`config.mk`:
```
export PLATFORM = sky130hd
export DESIGN_NAME = ffba_cell
export DESIGN_NICKNAME = d
export VERILOG_FILES = /design/src/hdl/ffba_pkg.sv /design/src/hdl/ffba_cell.sv
export SDC_FILE = /design/constraint.sdc
export NUM_CORES = 1
export LEC_CHECK = 0
export ABC_AREA = 1
export BUFFER_PORTS_ARGS = -buffer_cell sky130_fd_sc_hd__buf_2
export CORE_MARGIN = 3
export CORE_UTILIZATION = 35
export CTS_CLUSTER_DIAMETER = 30
export DETAILED_ROUTE_END_ITERATION = 6
export PLACE_DENSITY = 0.78
export SYNTH_ARGS = -nofsm -noshare
export SYNTH_HDL_FRONTEND = slang
export SYNTH_SLANG_ARGS = --single-unit
```
`constraint.sdc`:
```
create_clock -name clk -period 1.4 [get_ports clk]
set_clock_uncertainty 0.2 [all_clocks]
set_input_delay 0 -clock clk [delete_from_list [all_inputs] [get_ports clk]]
set_output_delay 0 -clock clk [all_outputs]
set_load 0.02 [all_outputs]
```
`src/hdl/ffba_pkg.sv`:
```
// Shared constants, codes and types of the first-fit block allocator.
package ffba_pkg;

    localparam int ARENA_BYTES  = 8192;
    localparam int HEADER_BYTES = 24;
    localparam int MAX_BLOCKS   = 64;

    localparam int FIELD_W = 13;
    localparam int AW      = $clog2(ARENA_BYTES + 1);
    localparam int XW      = (AW > FIELD_W) ? AW : FIELD_W;
    localparam int IW      = $clog2(MAX_BLOCKS);
    localparam int CW      = $clog2(MAX_BLOCKS + 1);

    localparam logic [1:0] KIND_ALLOC = 2'd0;
    localparam logic [1:0] KIND_FREE  = 2'd1;
    localparam logic [1:0] KIND_QUERY = 2'd2;
    localparam logic [1:0] KIND_RSVD  = 2'd3;

    localparam logic [1:0] ST_OK        = 2'd0;
    localparam logic [1:0] ST_NO_FIT    = 2'd1;
    localparam logic [1:0] ST_NOT_FOUND = 2'd2;

    localparam logic [XW-1:0] HDR = XW'(HEADER_BYTES);

    typedef enum logic [1:0] {
        S_IDLE,
        S_WALK,
        S_SPLIT,
        S_REPLY
    } state_t;

    typedef struct packed {
        logic [XW-1:0] addr;
        logic [XW-1:0] len;
        logic          used;
    } entry_t;

    typedef struct packed {
        logic          shift;
        logic          app;
        logic [IW-1:0] sel;
        entry_t        tail;
    } ctl_t;

    localparam entry_t RESET_ENTRY = '{
        addr: XW'(HEADER_BYTES),
        len:  XW'(ARENA_BYTES - HEADER_BYTES),
        used: 1'b0
    };

endpackage

```
`src/hdl/ffba_cell.sv`:
```
// One block table cell: holds an entry, takes its right neighbour or the tail on command.
module ffba_cell
    import ffba_pkg::*;
(
    input  logic          clk,
    input  logic          rst_n,
    input  logic [IW-1:0] idx,
    input  ctl_t          ctl,
    input  entry_t        right,
    output entry_t        q
);

    entry_t q_reg;
    entry_t q_next;

    always_comb
    begin
        q_next = q_reg;
        if (ctl.shift)
        begin
            q_next = (idx == ctl.sel) ? ctl.tail : right;
        end
        else if (ctl.app && (idx == ctl.sel))
        begin
            q_next = ctl.tail;
        end
    end

    always_ff @(posedge clk or negedge rst_n)
    begin
        if (!rst_n)
        begin
            q_reg <= RESET_ENTRY;
        end
        else
        begin
            q_reg <= q_next;
        end
    end

    assign q = q_reg;

endmodule

```
## Yosys cells after proc, flatten, opt, wreduce, memory -nomap -nowiden

Index checks and enable logic that the tools add are counted.

- Memories: 0
- Output and inout port bits: 29
- RAM bits: 0
- Word-level logic and storage cells: 9
- Bits in registers: 29
- Input port bits: 74
- Bits in latches: 0
- Memory bits (read-only): 0

- Divide/modulo/power cells: 0
- Shift-type cells: 0
- $mul: 0
- Eq/ne operators: 1
- Reduce and logical (&&, ||, !) cells: 2
- Bitwise operators: 0
- $lt $le $gt $ge: 0
- Add/sub/neg operators: 0
- Muxes and demuxes: 3

Operator list:

| kind | count |
|---|---|
| $mux W29 | 3 |
| $eq A6 B6 Y1 | 1 |
| $reduce_bool A2 Y1 | 1 |
| $logic_and A1 B1 Y1 | 1 |

## Depth between registers and ports, before layout

- Depth after elaboration: 4
- Gate-level depth with buffers: 11
- Depth with buffers taken out: 9

## Least setup slack after synthesis

No wires, ideal clock.

- Path kind: input to register
- Start: in ctl[30] (netlist bit)
- End: reg q_reg (netlist bit q[15])
- Data required time: 1.082 ns
- Library setup time: 0.118 ns
- Setup slack: 0.241 ns
- Arrival time: 0.841 ns
- Stages on the path: 10
- Buffers on the path: 2
- Cells stage by stage: nor2_1 > nor2_1 > nor2_1 > nand3_1 > nand2_1 > buf_4 > buf_6 > nand2_1 > nand3_1 > nand2_1

- Longest elaborated chain between the ends: 3
- Elaborated cells on any way between the ends: 5
- Classes of those cells: eq/ne (1); mux (2); reduce/logical (2)

Ends and longest elaborated chain:

| item | line | text |
|---|---|---|
| start, declared | ffba_cell.sv:8 | `input ctl_t ctl,` |
| $eq A6 B6 Y1 * | ffba_cell.sv:21, ffba_cell.sv:23 |  |
| $mux W29 / $logic_and A1 B1 Y1 (equally long branches) | ffba_cell.sv:21, ffba_cell.sv:23 |  |
| $mux W29 / $reduce_bool A2 Y1 (equally long branches) | - |  |
| end signal, assigned | ffba_cell.sv:37 | `q_reg <= q_next;` |
| end, declared | ffba_cell.sv:13 | `entry_t q_reg;` |

Mark *: on every way between the ends. The rest lies on a longest branch, timed or not.
A chain may end at the register's enable or synchronous reset.

## Worst setup path in the final report

- Start: in ctl[36] (netlist bit)
- End: reg q_reg (netlist bit q[16])

- Longest elaborated chain between the ends: 1
- Elaborated cells on any way between the ends: 2
- Classes of those cells: mux (1); reduce/logical (1)

Ends and longest elaborated chain:

| item |
|---|
| $mux W29 / $reduce_bool A2 Y1 (equally long branches) |

Parallel ways exist; a longest one is shown, timed or not.

==> metrics <==
number of maximum-capacitance violations 0; CP max stage delay ~530 ps; Clock transition at path regs ~70 ps; CTS max path bufs 2; post-synth top area share between 20% and 30%; Setup violations, final 0; CP arrival 1380 ps; leading area contributor after synthesis dfrtp_1; sw frac 32.2%; final net count 520; synth warn 0; Reg-to-Reg End q[12]; Avg Synthesized Cell Area 6.47 um^2; Critical Path RT roughly 1400 ps; vias per std cell 4.74; Hold WC Path Type input pin to async pin; GRT Util Overall between 20% and 30%; core footprint ~4900 um^2; Power Density 793 nW/um^2; worst vdd ir 367 uV; Num CTS Buffers 5; Critical Path End q[16]; combinational fraction of design power 32.4%; clock sinks 29; crit path from ctl[36]; Detail Route Antenna Nets 0; Slew Limit Headroom 57.3%; Peak Freq 0.737 GHz; Gate Count Post-Synth 286; Reg2Reg Depth 2; share of power burned in the clock network a little over a quarter; Top cell by count, worst path nand2_1; top post-synthesis cells by area dfrtp_1 (24%), nand3_1 (24%), dfstp_2 (16%), nand2_1 (15%), inv_1 (14%); startpoint types input pin; status finished, final reports clean; largest net degree at the start of global routing 30; worst setup slack after layout 43.5 ps; syn_nets 360; TritonRoute pass-1 iters 4; synthesized flop and latch total 29; DIE AREA 6200 um^2; DR WL/cell 13.3 um; final setup TNS 0 ps; commonest cells after routing, fill and taps aside buf_2 (101), nand3_1 (88), nand2_1 (74), inv_1 (69), dlygate4sd3_1 (60); Multi-input gate area 756 um^2; Remaining DRCs 0; Final min period 1360 ps; Row Count 25; Root Buffer Master clkbuf_8; Initial Utilization 37.7%; cell area after layout 3120 um^2; worst-path cell chain dlygate4sd3_1 -> clkbuf_4 -> inv_1 -> nand2_1 -> buf_4 -> nand3_1 -> nand2_1; Post-Syn Area 1850 um^2; Synth cell types 13; max-slew violations 0; Seq/Total Area, Yosys approximately two fifths; reg2reg start q[12]; vias roughly 2400; crit path max-delay cell type dlygate4sd3_1; Worst-Skew Late Latency about 280 ps; Chip Width 78.7 um; Int Power 1.68 mW; share of layout cells above drive strength 1 29.3%; H-tree levels 2; fill count approximately 440; Worst R2R Setup Slack 430 ps; Hold Fails Final Rpt 0; leak pwr 1.88 nW; CTS tree done; initial antenna violation count 0; sequential power share 41.1%; global-route wire length before repair 11300 um; Sequential Area 739 um^2; final WL ~6900 um; postcts setup bufs 0; I/O pin count a little over 100; Critical Path Sink Type flop; sw power a little under 0.8 mW; Pwr Total 2.47 mW; max reg flops 29; DRT iter0 DRCs ~110; Slew @ Worst Pin 641 ps; period utilization 96.9%; vias in the first global route 2495; Placement Setup Slack 58.5 ps; post-DP HPWL 3930 um; Die Y just under 80 um; crit path kind input pin to flop; Post-DP Area between 2000 and 2500 um^2; CP Max Fanout 18; GRT overflow 0; synth-to-layout area growth 68.3%; Routability Congestion 0.827; port buffer count about 100; commonest non-fill, non-tap cell in the layout buf_2
==> routing by layer <==
layer  part of all wire, %  track usage, %
met4                   5.0            12.2
met3                   6.1            4.54
met2                    53            44.2
met5                     0               0
met1                    36            23.7
==> cells in the mapped netlist (all sizes together) <==
library cell / number
nand4: 1
nand3: 88
nand2: 74
clkbuf: 6
nor2: 7
buf: 12
dfrtp: 18
dfstp: 11
inv: 69
==> per-stage QoR <==
step           instances  hold WS (ps)  utilization, %
6_report             515          76.6            63.5
5_1_grt              514           114            63.4
4_1_cts              514          81.4            63.4
3_3_place_gp         446          -146            49.5
3_5_place_dp         446          -141            49.5
2_1_floorplan        286          -496               -
==> final cells by class <==
cell class,instances,area share (%)
diodes,1,0.0803
clock buffers,6,2.33
clock inverters,2,0.321
inverters,69,8.31
multi-input cells,170,24.2
flip-flops and latches,29,23.7
well taps,67,2.69
repair buffers,171,38.3
==> cell families (layout without fill, tap and decap cells) <==
logic type / Yosys count / in the layout / synth area share, %
DFF: 29 / 29 / 39.9
other: 0 / 1 / 0
and+or+nand+nor: 170 / 170 / 40.8
buffers and inverters: 87 / 248 / 19.3
==> critical path: cells and delay by family <==
family / cells / cell delay [ps]
buf+inv: 4 / 1090
simple gates: 3 / 280
==> power groups by stage <==
stage,logic [mW],clock network (mW),registers [mW]
6_report,0.801,0.655,1.01
5_1_grt,0.884,0.714,1.03
4_1_cts,0.785,0.671,1.01
3_5_place_dp,0.656,0,1.03
3_3_place_gp,0.642,0,1.03
2_1_floorplan,0.255,0,1.15
==> worst min-delay path by stage <==
stage	from	to	slack, ps	cells after the start
floorplan	rst_n	q[0]	-500	0
global placement	rst_n	q[21]	-150	1
detailed placement	rst_n	q[25]	-140	1
CTS	ctl[35]	q[11]	80	6
global route	ctl[35]	q[6]	110	6
finish	rst_n	q[21]	80	2
==> timing repair <==
action / 4_1_cts / 5_1_grt
resized for setup: 0 / 1
endpoints found under the setup margin: 0 / 18
hold buffers: 60 / 0
hold endpoints to repair: 58 / 0
(Power assumes the default switching activity.)
