===== src/hdl/ffba_pkg.sv =====
// Shared constants, codes and types of the first-fit block allocator.
package ffba_pkg;

    localparam int ARENA_BYTES  = 8192;
    localparam int HEADER_BYTES = 24;
    localparam int MAX_BLOCKS   = 64;

    localparam int FIELD_W = 13;
    localparam int AW      = $clog2(ARENA_BYTES + 1);
    localparam int XW      = (AW > FIELD_W) ? AW : FIELD_W;
    localparam int IW      = $clog2(MAX_BLOCKS);
    localparam int CW      = $clog2(MAX_BLOCKS + 1);

    localparam logic [1:0] KIND_ALLOC = 2'd0;
    localparam logic [1:0] KIND_FREE  = 2'd1;
    localparam logic [1:0] KIND_QUERY = 2'd2;
    localparam logic [1:0] KIND_RSVD  = 2'd3;

    localparam logic [1:0] ST_OK        = 2'd0;
    localparam logic [1:0] ST_NO_FIT    = 2'd1;
    localparam logic [1:0] ST_NOT_FOUND = 2'd2;

    localparam logic [XW-1:0] HDR = XW'(HEADER_BYTES);

    typedef enum logic [1:0] {
        S_IDLE,
        S_WALK,
        S_SPLIT,
        S_REPLY
    } state_t;

    typedef struct packed {
        logic [XW-1:0] addr;
        logic [XW-1:0] len;
        logic          used;
    } entry_t;

    typedef struct packed {
        logic          shift;
        logic          app;
        logic [IW-1:0] sel;
        entry_t        tail;
    } ctl_t;

    localparam entry_t RESET_ENTRY = '{
        addr: XW'(HEADER_BYTES),
        len:  XW'(ARENA_BYTES - HEADER_BYTES),
        used: 1'b0
    };

endpackage


===== src/hdl/ffba_ctrl.sv =====
// Sequencer: walks the rotating cell row, splits, merges and keeps the free total.
module ffba_ctrl
    import ffba_pkg::*;
(
    input  logic               clk,
    input  logic               rst_n,
    input  logic               start,
    input  logic [1:0]         kind,
    input  logic [FIELD_W-1:0] alloc_size,
    input  logic [FIELD_W-1:0] free_address,
    input  entry_t             head,
    output ctl_t               ctl,
    output logic               busy,
    output logic               done,
    output logic [1:0]         status,
    output logic [FIELD_W-1:0] data_address,
    output logic [FIELD_W-1:0] free_bytes
);

    state_t        state_reg, state_next;
    logic [1:0]    kind_reg, kind_next;
    logic [XW-1:0] size_reg, size_next;
    logic [XW-1:0] faddr_reg, faddr_next;
    logic [CW-1:0] count_reg, count_next;
    logic [CW-1:0] left_reg, left_next;
    logic          found_reg, found_next;
    entry_t        tail_reg, tail_next;
    logic          tail_vld_reg, tail_vld_next;
    entry_t        rem_reg, rem_next;
    logic [XW-1:0] free_reg, free_next;
    logic [XW-1:0] addr_out_reg, addr_out_next;

    entry_t        x2;
    logic          fit;
    logic          split;
    logic          match;
    logic          mrg;
    logic [XW-1:0] rest;
    logic [XW-1:0] gain;
    logic [CW-1:0] nl;
    logic [CW-1:0] sel_w;

    always_comb
    begin
        state_next    = state_reg;
        kind_next     = kind_reg;
        size_next     = size_reg;
        faddr_next    = faddr_reg;
        count_next    = count_reg;
        left_next     = left_reg;
        found_next    = found_reg;
        tail_next     = tail_reg;
        tail_vld_next = tail_vld_reg;
        rem_next      = rem_reg;
        free_next     = free_reg;
        addr_out_next = addr_out_reg;
        ctl           = '0;
        done          = 1'b0;

        fit   = (kind_reg == KIND_ALLOC) && !found_reg && !head.used && (head.len > size_reg);
        rest  = head.len - size_reg;
        split = fit && (rest > HDR) && (count_reg < CW'(MAX_BLOCKS));
        match = (kind_reg == KIND_FREE) && !found_reg && (head.addr == faddr_reg);

        x2 = head;
        if (fit)
        begin
            x2.used = 1'b1;
            if (split)
            begin
                x2.len = size_reg;
            end
        end
        if (match)
        begin
            x2.used = 1'b0;
        end

        mrg   = (kind_reg == KIND_FREE) && tail_vld_reg && !tail_reg.used && !x2.used;
        nl    = mrg ? (count_reg - CW'(1)) : count_reg;
        sel_w = nl - CW'(1);
        gain  = ((match && head.used) ? head.len : '0) + (mrg ? HDR : '0);

        case (state_reg)
            S_IDLE:
            begin
                if (start)
                begin
                    kind_next     = kind;
                    size_next     = XW'(alloc_size);
                    faddr_next    = XW'(free_address);
                    found_next    = 1'b0;
                    tail_vld_next = 1'b0;
                    left_next     = count_reg;
                    if (kind == KIND_ALLOC)
                    begin
                        state_next = (XW'(alloc_size) > free_reg) ? S_REPLY : S_WALK;
                    end
                    else if (kind == KIND_FREE)
                    begin
                        state_next = S_WALK;
                    end
                    else
                    begin
                        state_next = S_REPLY;
                    end
                end
            end
            S_WALK:
            begin
                ctl.shift = 1'b1;
                ctl.sel   = sel_w[IW-1:0];
                if (mrg)
                begin
                    ctl.tail     = tail_reg;
                    ctl.tail.len = tail_reg.len + x2.len + HDR;
                end
                else
                begin
                    ctl.tail = x2;
                end
                tail_next     = ctl.tail;
                tail_vld_next = 1'b1;
                count_next    = nl;
                found_next    = found_reg | fit | match;
                left_next     = left_reg - CW'(1);
                if (fit)
                begin
                    addr_out_next = head.addr;
                    free_next     = split ? (free_reg - size_reg - HDR) : (free_reg - head.len);
                end
                else
                begin
                    free_next = free_reg + gain;
                end
                rem_next.addr = head.addr + size_reg + HDR;
                rem_next.len  = rest - HDR;
                rem_next.used = 1'b0;
                if (split)
                begin
                    state_next = S_SPLIT;
                end
                else if (left_reg == CW'(1))
                begin
                    state_next = S_REPLY;
                end
            end
            S_SPLIT:
            begin
                ctl.app    = 1'b1;
                ctl.sel    = count_reg[IW-1:0];
                ctl.tail   = rem_reg;
                count_next = count_reg + CW'(1);
                state_next = (left_reg == '0) ? S_REPLY : S_WALK;
            end
            S_REPLY:
            begin
                done       = 1'b1;
                state_next = S_IDLE;
            end
            default:
            begin
                state_next = S_IDLE;
            end
        endcase
    end

    always_ff @(posedge clk or negedge rst_n)
    begin
        if (!rst_n)
        begin
            state_reg    <= S_IDLE;
            count_reg    <= CW'(1);
            left_reg     <= '0;
            found_reg    <= 1'b0;
            tail_vld_reg <= 1'b0;
            free_reg     <= XW'(ARENA_BYTES - HEADER_BYTES);
        end
        else
        begin
            state_reg    <= state_next;
            count_reg    <= count_next;
            left_reg     <= left_next;
            found_reg    <= found_next;
            tail_vld_reg <= tail_vld_next;
            free_reg     <= free_next;
        end
    end

    always_ff @(posedge clk)
    begin
        kind_reg     <= kind_next;
        size_reg     <= size_next;
        faddr_reg    <= faddr_next;
        tail_reg     <= tail_next;
        rem_reg      <= rem_next;
        addr_out_reg <= addr_out_next;
    end

    assign busy = (state_reg != S_IDLE);

    always_comb
    begin
        if (kind_reg == KIND_ALLOC)
        begin
            status = found_reg ? ST_OK : ST_NO_FIT;
        end
        else if (kind_reg == KIND_FREE)
        begin
            status = found_reg ? ST_OK : ST_NOT_FOUND;
        end
        else
        begin
            status = ST_OK;
        end
    end

    assign data_address = ((kind_reg == KIND_ALLOC) && found_reg) ?
                          addr_out_reg[FIELD_W-1:0] : '0;
    assign free_bytes   = free_reg[FIELD_W-1:0];

`ifndef SYNTHESIS
    a_done_single: assert property (@(posedge clk) disable iff (!rst_n)
        done |=> !done)
        else $error("result strobe longer than one cycle");

    a_take_busy: assert property (@(posedge clk) disable iff (!rst_n)
        (start && !busy) |=> busy)
        else $error("item taken without going busy");

    a_app_after_shift: assert property (@(posedge clk) disable iff (!rst_n)
        ctl.app |-> $past(ctl.shift))
        else $error("append not preceded by a split shift");

    a_merge_count: assert property (@(posedge clk) disable iff (!rst_n)
        (state_reg == S_WALK && mrg) |=> count_reg == $past(count_reg) - CW'(1))
        else $error("merge did not drop the block count");

    a_count_range: assert property (@(posedge clk) disable iff (!rst_n)
        (state_reg == S_SPLIT) |-> (count_reg < CW'(MAX_BLOCKS)))
        else $error("split with a full table");
`endif

endmodule


===== config.mk =====
export PLATFORM = sky130hd
export DESIGN_NAME = ffba_ctrl
export DESIGN_NICKNAME = d
export VERILOG_FILES = /design/src/hdl/ffba_pkg.sv /design/src/hdl/ffba_ctrl.sv
export SDC_FILE = /design/constraint.sdc
export NUM_CORES = 1
export LEC_CHECK = 0
export BUFFER_PORTS_ARGS = -buffer_cell sky130_fd_sc_hd__buf_2
export CAP_MARGIN = 5
export CORE_UTILIZATION = 55
export DETAILED_ROUTE_END_ITERATION = 16
export PLACE_DENSITY = 0.76
export SYNTH_ARGS = -nofsm -noshare
export SYNTH_HDL_FRONTEND = slang
export SYNTH_SLANG_ARGS = --single-unit

===== constraint.sdc =====
create_clock -name clk -period 6.57 [get_ports clk]
set_input_delay 0 -clock clk [delete_from_list [all_inputs] [get_ports clk]]
set_output_delay 0 -clock clk [all_outputs]
set_load 0.01 [all_outputs]

* After elaboration in Yosys (flattened, before gate mapping) *
Index checks and enable logic that the tools add are counted.

word-level totals
  output and inout port bits = 67
  bits of input ports = 60
  register bits = 130

cells by class
  equality and inequality tests = 9
  magnitude comparators = 4
  muxes and demuxes = 32
  bitwise logic cells = 2
  reduce and logical (&&, ||, !) cells = 27
  add/sub/neg operators = 15

operator list
  operator                                                                           number
  35-bit case mux with 2 select lines                                                1
  14-bit 2-to-1 mux                                                                  4
  29-bit 2-to-1 mux                                                                  1
  14-bit adder                                                                       2
  14-bit by 5-bit adder with 14-bit output (second input constant)                   2
  7-bit case mux with 2 select lines                                                 2
  14-bit by 13-bit subtractor with 14-bit output                                     2
  14-bit by 5-bit subtractor with 14-bit output (second input constant)              2
  2-bit 2-to-1 mux                                                                   10
  15-bit 2-to-1 mux                                                                  1
  14-bit by 13-bit adder with 14-bit output                                          1
  14-bit by 5-bit adder with 14-bit output                                           1
  14-bit by 13-bit equality test with 1-bit output                                   1
  13-bit by 14-bit greater-than comparator with 1-bit output                         1
  14-bit by 13-bit greater-than comparator with 1-bit output                         1
  14-bit by 5-bit greater-than comparator with 1-bit output (second input constant)  1
  7-bit 2-to-1 mux                                                                   2
  14-bit subtractor                                                                  1
  7-bit by 1-bit subtractor with 7-bit output (second input constant)                2
  13-bit 2-to-1 mux                                                                  1
  1-bit logical AND                                                                  12
  2-bit case mux with 4 select lines                                                 1
  2-bit AND reduction                                                                4
  7-bit by 1-bit adder with 7-bit output (second input constant)                     1
  other kinds (15)                                                                   32

* Longest topological paths before layout *
Gate-level depths: netlist of the first run.

  depth in word-level cells = 15
  mapped depth = 26

* Worst setup path after synthesis of the first run *
Ideal clock, no wire load.

  path kind = register to register
  from = register size_reg[0]
  to = register free_reg[12]
  cell stages (with the launch flop) = 23
  data arrival time = 5.236 ns
  setup slack = 1.253 ns
  setup time = 0.081 ns
  clock period less this slack = 5.317 ns
  buffers on the path = 3
  cell sequence = edfxtp_1 > ha_1 > fa_1 > nand2b_1 > a21o_1 > a21o_1 > a211o_1 > a31o_2 > nand2_1 > buf_2 > inv_2 > buf_2 > buf_2 > fa_1 > ha_1 > a21o_1 > a2111oi_0 > a211oi_1 > a41o_1 > o41ai_1 > xnor2_1 > o22ai_1 > a211oi_2

on the way
  word-level cells in the longest chain between the ends = 10
  elaborated cells on any way between the ends = 17
  those cells by class = add/sub (5); order compare (2); mux (5); reduce/logical (5)

ends and longest elaborated chain
  element                                                     RTL line          source
  start, declared                                             ffba_ctrl.sv:22   logic [XW-1:0] size_reg, size_next;
  start signal, assigned                                      ffba_ctrl.sv:193  size_reg <= size_next;
  14-bit by 13-bit greater-than comparator with 1-bit output  ffba_ctrl.sv:60   fit = (kind_reg == KIND_ALLOC) && !found_reg && !head.used && (head.len > size_reg);
  1-bit logical AND                                           ffba_ctrl.sv:60
  15-bit 2-to-1 mux                                           ffba_ctrl.sv:66   if (fit)
  1-bit 2-to-1 mux                                            ffba_ctrl.sv:74   if (match)
  1-bit logical NOT                                           ffba_ctrl.sv:79   mrg = (kind_reg == KIND_FREE) && tail_vld_reg && !tail_reg.used && !x2.used;
  1-bit logical AND                                           ffba_ctrl.sv:79
  5-bit 2-to-1 mux                                            ffba_ctrl.sv:82   gain = ((match && head.used) ? head.len : '0) + (mrg ? HDR : '0);
  14-bit by 5-bit adder with 14-bit output                    ffba_ctrl.sv:82
  14-bit adder                                                ffba_ctrl.sv:134  free_next = free_reg + gain;
  14-bit 2-to-1 mux *                                         ffba_ctrl.sv:127  if (fit)
  end signal, assigned                                        ffba_ctrl.sv:177  free_reg <= XW'(ARENA_BYTES - HEADER_BYTES);
  end signal, assigned                                        ffba_ctrl.sv:186  free_reg <= free_next;
  end, declared                                               ffba_ctrl.sv:30   logic [XW-1:0] free_reg, free_next;

Every way passes the cells marked *; elsewhere a longest branch is shown, timed or not.
A chain may end at the register's enable or synchronous reset.

==> metrics, run 1 <==
post-DP HPWL=23500 um; synth top area cells=edfxtp_1 (26%), ha_1 (16%), dfrtp_1 (4.9%); Critical R2R Capture=tail_reg[14]; Post-synth EDFFs=98; nature of the critical path endpoint=primary output; Clock Latency Late Sink=0.44 ns; IO Count=127; area of the mapped netlist=11300 sq um; largest net degree at the start of global routing=57; sequential-to-total area share from yosys stat=33.2%; Tightest Hold Check Type=in2reg; Pre-Repair DR Iteration Count=6; Longest Clk Path Bufs=2; core area=20200 sq um; worst hold start=start; Synth cell types=84; CTS tree=yes; Syn. warnings=0; top-area cell type share of the netlist area=26.0%; root buffer cell=clkbuf_16; Placed Cells=1580; final cell count without fillers=1656; post-route ant nets=0; Nets=1589; endpoints failing setup=0; antenna diode instance count=0; Vias/cell=5.94; global route overflow=0; Initial DRC Count=1024; routed length per instance=19.2 um; Finished Cell Area=13200 sq um; via count=9843; Post-synth ARST share=24.6%; crit start category=register; Row Count=52; vias in the first global route=9439; starting density of the core=56.1%; max reg flops=29; syn_area_per_cell=9.22 sq um; Pwr Total=0.00528 W; Placed Area=12100 sq um; Die Ht=145 um; count leader, synth=ha_1; FF+latch count, synth=130; die area=21100 sq um; worst-margin pin slew=0.904 ns; worst vdd ir=0.232 mV; Area Growth Syn to Fin=16.6%; setup ws final=0.240 ns; first-pass GRT wire length=49400 um; initial antenna violation count=0; # fillers=1633; Net Count, Synth=1442; Slew headroom=39.2%; clock slew at reported path FFs=0.06 ns; Syn Inst Count=1227; WP data required=6.57 ns; gp weighted congestion=0.925; Power per Cell Area=401 nW/um^2; fmax=158 MHz; Leak Pwr=6.04 nW; crit path kind=reg2out; status=finished, final reports clean; synth cell count leaders=ha_1 (147), inv_1 (119), edfxtp_1 (98); Period Utilization, post-route=96.3%; hold depth=4; final max-slew violation count=0; share of cells above drive strength 1=15.4%; Yosys top cell by area=edfxtp_1; reg2reg start=size_reg[0]; worst slack at placement=0.624 ns; min Tclk post-route=6.33 ns; CP Max Fanout=5; MaxCap Viol Count=0; Die Wd=145 um; Synth Flop Type=edfxtp_1; Worst EP arrival=6.33 ns; Port Buffer Count=126; R2R Setup Slk=0.82 ns; # DRC=0; Final Hold Viols=0; Max Clock Skew=0.0119 ns; Num CTS Buffers=17; H-tree depth=4; reg2reg path depth=24; Total GRT Usage=30.3%; CTS Sinks=130; Post-Route WL=31900 um; Hold Path End=found_reg
[layout by cell type (no fill, tap or decap), types with 14 or more instances in the layout]
master and count:
xnor2_1 60, o21a_1 18, dlygate4sd3_1 43, o21ai_0 51
a22o_1 14, nand3_1 33, buf_4 14, and2_1 33
a21o_1 22, nor2_1 75, clkbuf_16 17, ha_1 146
nor3_1 28, edfxtp_1 98, inv_1 119, dfrtp_1 22
mux2i_1 15, nand2_1 88, a21oi_1 75, buf_2 126
xor2_1 27
[layer usage]
layer	GRT usage [%]	routed length (um)
met2	46.2	14100
met1	40.7	13700
met4	15.1	1370
met5	0	0
met3	6.68	2650
[logic make-up after synthesis]
| logic type | count (synthesis) | share of synthesized area, % |
|---|---|---|
| flops | 130 | 33.2 |
| fa+ha+maj | 155 | 17.7 |
| compound gates | 312 | 18.5 |
| buf+inv | 176 | 6.60 |
| xor+xnor | 87 | 6.74 |
| mux | 23 | 2.05 |
| simple gates | 344 | 15.2 |
[worst max-delay path, cell delays in order, from the launching register on]
cell       delay [ns]
edfxtp_1         0.45
ha_1             0.25
fa_1             0.40
nand2b_1         0.22
a21o_1           0.22
a21o_1           0.19
a211o_1          0.30
a21oi_1          0.26
nand2_2          0.16
a21oi_4          0.28
mux2i_2          0.31
inv_1            0.07
ha_1             0.28
ha_1             0.21
inv_1            0.08
fa_1             0.20
nor2b_2          0.07
o31a_1           0.27
o211ai_1         0.21
a21oi_1          0.10
a211oi_1         0.29
a21oi_1          0.13
xnor2_1          0.18
a2111oi_0        0.43
a221o_1          0.20
buf_2            0.14
[repair_timing]
item	CTS	global route
hold buffers	43	0
gates resized for setup	0	12
setup buffers	0	2
endpoints found under the hold margin	72	0
endpoints found under the setup margin	0	3
[per-stage QoR]
step                      hold WS [ns]  util, %  TNS (ns)
after floorplan                 -0.296        -         0
after global placement           0.133     59.9         0
after detailed placement         0.152     59.9         0
after CTS                       0.0222     65.1         0
after global routing            0.0290     65.4   -0.0111
final                           0.0458     65.4         0
[area by class of cell]
| type | instances | area (sq um) | area share (%) |
|---|---|---|---|
| Timing Repair Buffer | 183 | 1170 | 8.85 |
| Tap cell | 270 | 338 | 2.56 |
| Clock buffer | 17 | 425 | 3.23 |
| Multi-Input combinational cell | 921 | 6860 | 52.1 |
| Inverter | 121 | 454 | 3.45 |
| Sequential cell | 130 | 3760 | 28.5 |
| Clock inverter | 14 | 181 | 1.38 |
[worst max-delay path by stage]
stage	startpoint	endpoint	slack, ns	cells after the start
final	size_reg[0]	ctl[14]	0.24	25
after global routing	size_reg[0]	ctl[14]	-0.01	23
after CTS	size_reg[0]	ctl[14]	0.14	22
after detailed placement	size_reg[0]	ctl[14]	0.62	22
after global placement	size_reg[0]	ctl[14]	0.67	22
after floorplan	size_reg[0]	free_reg[12]	1.25	22
[power breakdown]
| part | total [W] | internal (W) | switching [W] |
|---|---|---|---|
| sequential | 0.00143 | 0.00123 | 0.000200 |
| combinational | 0.00285 | 0.00116 | 0.00168 |
| clock | 0.00100 | 0.000601 | 0.000401 |
Note: power is estimated with default switching activity, not from simulation.
==> run 2, diff against run 1 <==
- HOLD_SLACK_MARGIN: unset -> 0.1
==> run 2 against run 1 <==
Compared with the run above:
- global-route usage stayed put
- routed wire length rose by 0.16%
- via count rose by 0.66%
- utilization grew 0.20 points
- count of clock-buffer cells in the layout stayed put
- critical path type unchanged
- critical endpoint unchanged
- largest power group unchanged
==> metrics, run 2 (same netlist as run 1, synthesis figures left out) <==
starting density of the core=56.1% (unchanged); Power per Cell Area=399 nW/um^2 (-0.33%); # fillers=1625 (-0.49%); Pwr Total=0.00528 W (about the same); setup ws final=0.261 ns (+0.0216 ns); initial antenna violation count=0 (unchanged); commonest non-fill, non-tap cell in the layout=ha_1; routed length per instance=19.2 um (about the same); global route overflow=0 (unchanged); Nets=1593 (+0.25%); worst-margin pin slew=0.940 ns (+0.0356 ns); fmax=159 MHz (+0.34%); Net Switching=0.00228 W (about the same); endpoints failing setup=0 (unchanged); via count=9908 (+0.66%); share of cells above drive strength 1=15.4% (-0.044 points); worst vdd ir=0.235 mV (+1.1%); H-tree depth=4 (unchanged); core area=20200 sq um (unchanged); Placed Area=12100 sq um (unchanged); crit start category=register; crit path kind=reg2out; post-DP HPWL=23500 um (unchanged); min Tclk post-route=6.31 ns (-0.0216 ns); Worst EP arrival=6.31 ns (-0.02 ns); Row Count=52 (unchanged); first-pass GRT wire length=49400 um (unchanged); Final Hold Viols=0 (unchanged); MaxCap Viol Count=0 (unchanged); worst slack at placement=0.624 ns (unchanged); Tightest Hold Check Type=in2reg; Num CTS Buffers=17 (unchanged); largest net degree at the start of global routing=57 (unchanged); Vias/cell=5.97 (+0.42%); P_int=0.00300 W (about the same); Clk pwr share=19.0% (about the same); Max Clock Skew=0.0125 ns (+0.000588 ns); Finished Cell Area=13200 sq um (+0.30%); commonest cells after routing, fill and taps aside=ha_1 (146), buf_2 (126), inv_1 (119), edfxtp_1 (98), nand2_1 (88); WP data required=6.57 ns (about the same); clock slew at reported path FFs=0.06 ns (about the same); Slew headroom=36.8% (-2.4 points); Die Ht=145 um (unchanged); switching share of power=43.2% (about the same); CTS tree=yes; Leak Pwr=6.05 nW (+0.28%); Period Utilization, post-route=96.0% (-0.33 points); Final Util=65.6% (+0.20 points); post-route ant nets=0 (unchanged); CTS Sinks=130 (unchanged); Longest Clk Path Bufs=2 (unchanged); Reg power frac=27.1% (about the same); Total GRT Usage=30.3% (unchanged); gp weighted congestion=0.925 (unchanged); final max-slew violation count=0 (unchanged); Die Wd=145 um (unchanged); Area Growth Syn to Fin=16.9%; vias in the first global route=9426 (-0.14%); antenna diode instance count=0 (unchanged); CP Max Fanout=5 (unchanged); status=finished, final reports clean; root buffer cell=clkbuf_16; # DRC=0 (unchanged); Pre-Repair DR Iteration Count=6 (unchanged); max reg flops=29 (unchanged); nature of the critical path endpoint=primary output; die area=21100 sq um (unchanged); IO Count=127 (unchanged); Clock Latency Late Sink=0.44 ns (about the same); Combinational Power Share=53.8% (about the same); Port Buffer Count=126 (unchanged); Post-Route WL=31900 um (+0.16%); Initial DRC Count=952 (-7.0%)
-- run 2: changes by cell type in the layout (fill, tap and decap cells not counted), sizes merged --
cell,before,now
dlygate4sd3,43,47
-- run 2: routing by layer --
| layer | vias up | GRT usage (%) | share of wire, % |
|---|---|---|---|
| met1 | 4596 | 41.0 | 43 |
| met4 | 0 | 14.4 | 4.4 |
| met5 | - | 0 | 0 |
| met3 | 86 | 6.68 | 9.0 |
| li1 | 4751 | - | - |
| met2 | 475 | 46.2 | 44 |
-- run 2: path summary, 6_finish.rpt --
kind	start	end	slack (ns)	cells past startpoint
worst max-delay path	size_reg[0]	ctl[14]	0.26	25
worst min-delay path	head[3]	tail_reg[3]	0.11	3
worst max register to register	size_reg[0]	tail_reg[14]	0.87	24
worst min register to register	count_reg[6]	count_reg[6]	0.48	1
max in group asynchronous	rst_n	tail_vld_reg	5.80	2
min in group asynchronous	rst_n	count_reg[1]	0.22	2
-- run 2: cell type report --
class                      instances  area (sq um)  area share (%)
clock buffer                      17           425            3.22
clock inverter                    14           181            1.37
timing repair buffer             187          1210            9.12
sequential                       130          3760            28.4
tap                              270           338            2.55
multi-input combinational        921          6860            51.9
inverter                         121           454            3.43
-- run 2: power groups by stage --
stage | Sequential [W] | Clock, W | Combinational (W)
2_1_floorplan | 0.00136 | 0 | 0.00213
3_3_place_gp | 0.00143 | 0 | 0.00270
3_5_place_dp | 0.00144 | 0 | 0.00274
4_1_cts | 0.00142 | 0.00101 | 0.00280
5_1_grt | 0.00146 | 0.00104 | 0.00313
6_report | 0.00143 | 0.00100 | 0.00284
-- run 2: what timing repair did --
action	CTS	global route
hold endpoints to repair	87	0
setup endpoints to repair	0	3
setup buffers	0	2
resized for setup	0	12
hold buffers	47	0
-- run 2: worst max-delay path, cell delays in order, from the launching register on --
cell and delay (ns):
edfxtp_1 0.44, ha_1 0.25, fa_1 0.40, nand2b_1 0.22, a21o_1 0.21, a21o_1 0.19, a211o_1 0.30, a21oi_1 0.25
nand2_2 0.15, a21oi_4 0.27, mux2i_2 0.31, inv_1 0.07, ha_1 0.28, ha_1 0.21, inv_1 0.08, fa_1 0.20
nor2b_2 0.07, o31a_1 0.27, o211ai_1 0.21, a21oi_1 0.10, a211oi_1 0.29, a21oi_1 0.13, xnor2_1 0.18, a2111oi_0 0.43
a221o_1 0.21, buf_2 0.14
-- run 2: metrics by stage --
stage / std cells / TNS (ns) / hold slack (ns)
finish: 1660 / 0 / 0.113
floorplan: 1227 / 0 / -0.296
global placement: 1580 / 0 / 0.133
global route: 1660 / -0.0111 / 0.126
CTS: 1658 / 0 / 0.122
detailed placement: 1580 / 0 / 0.152
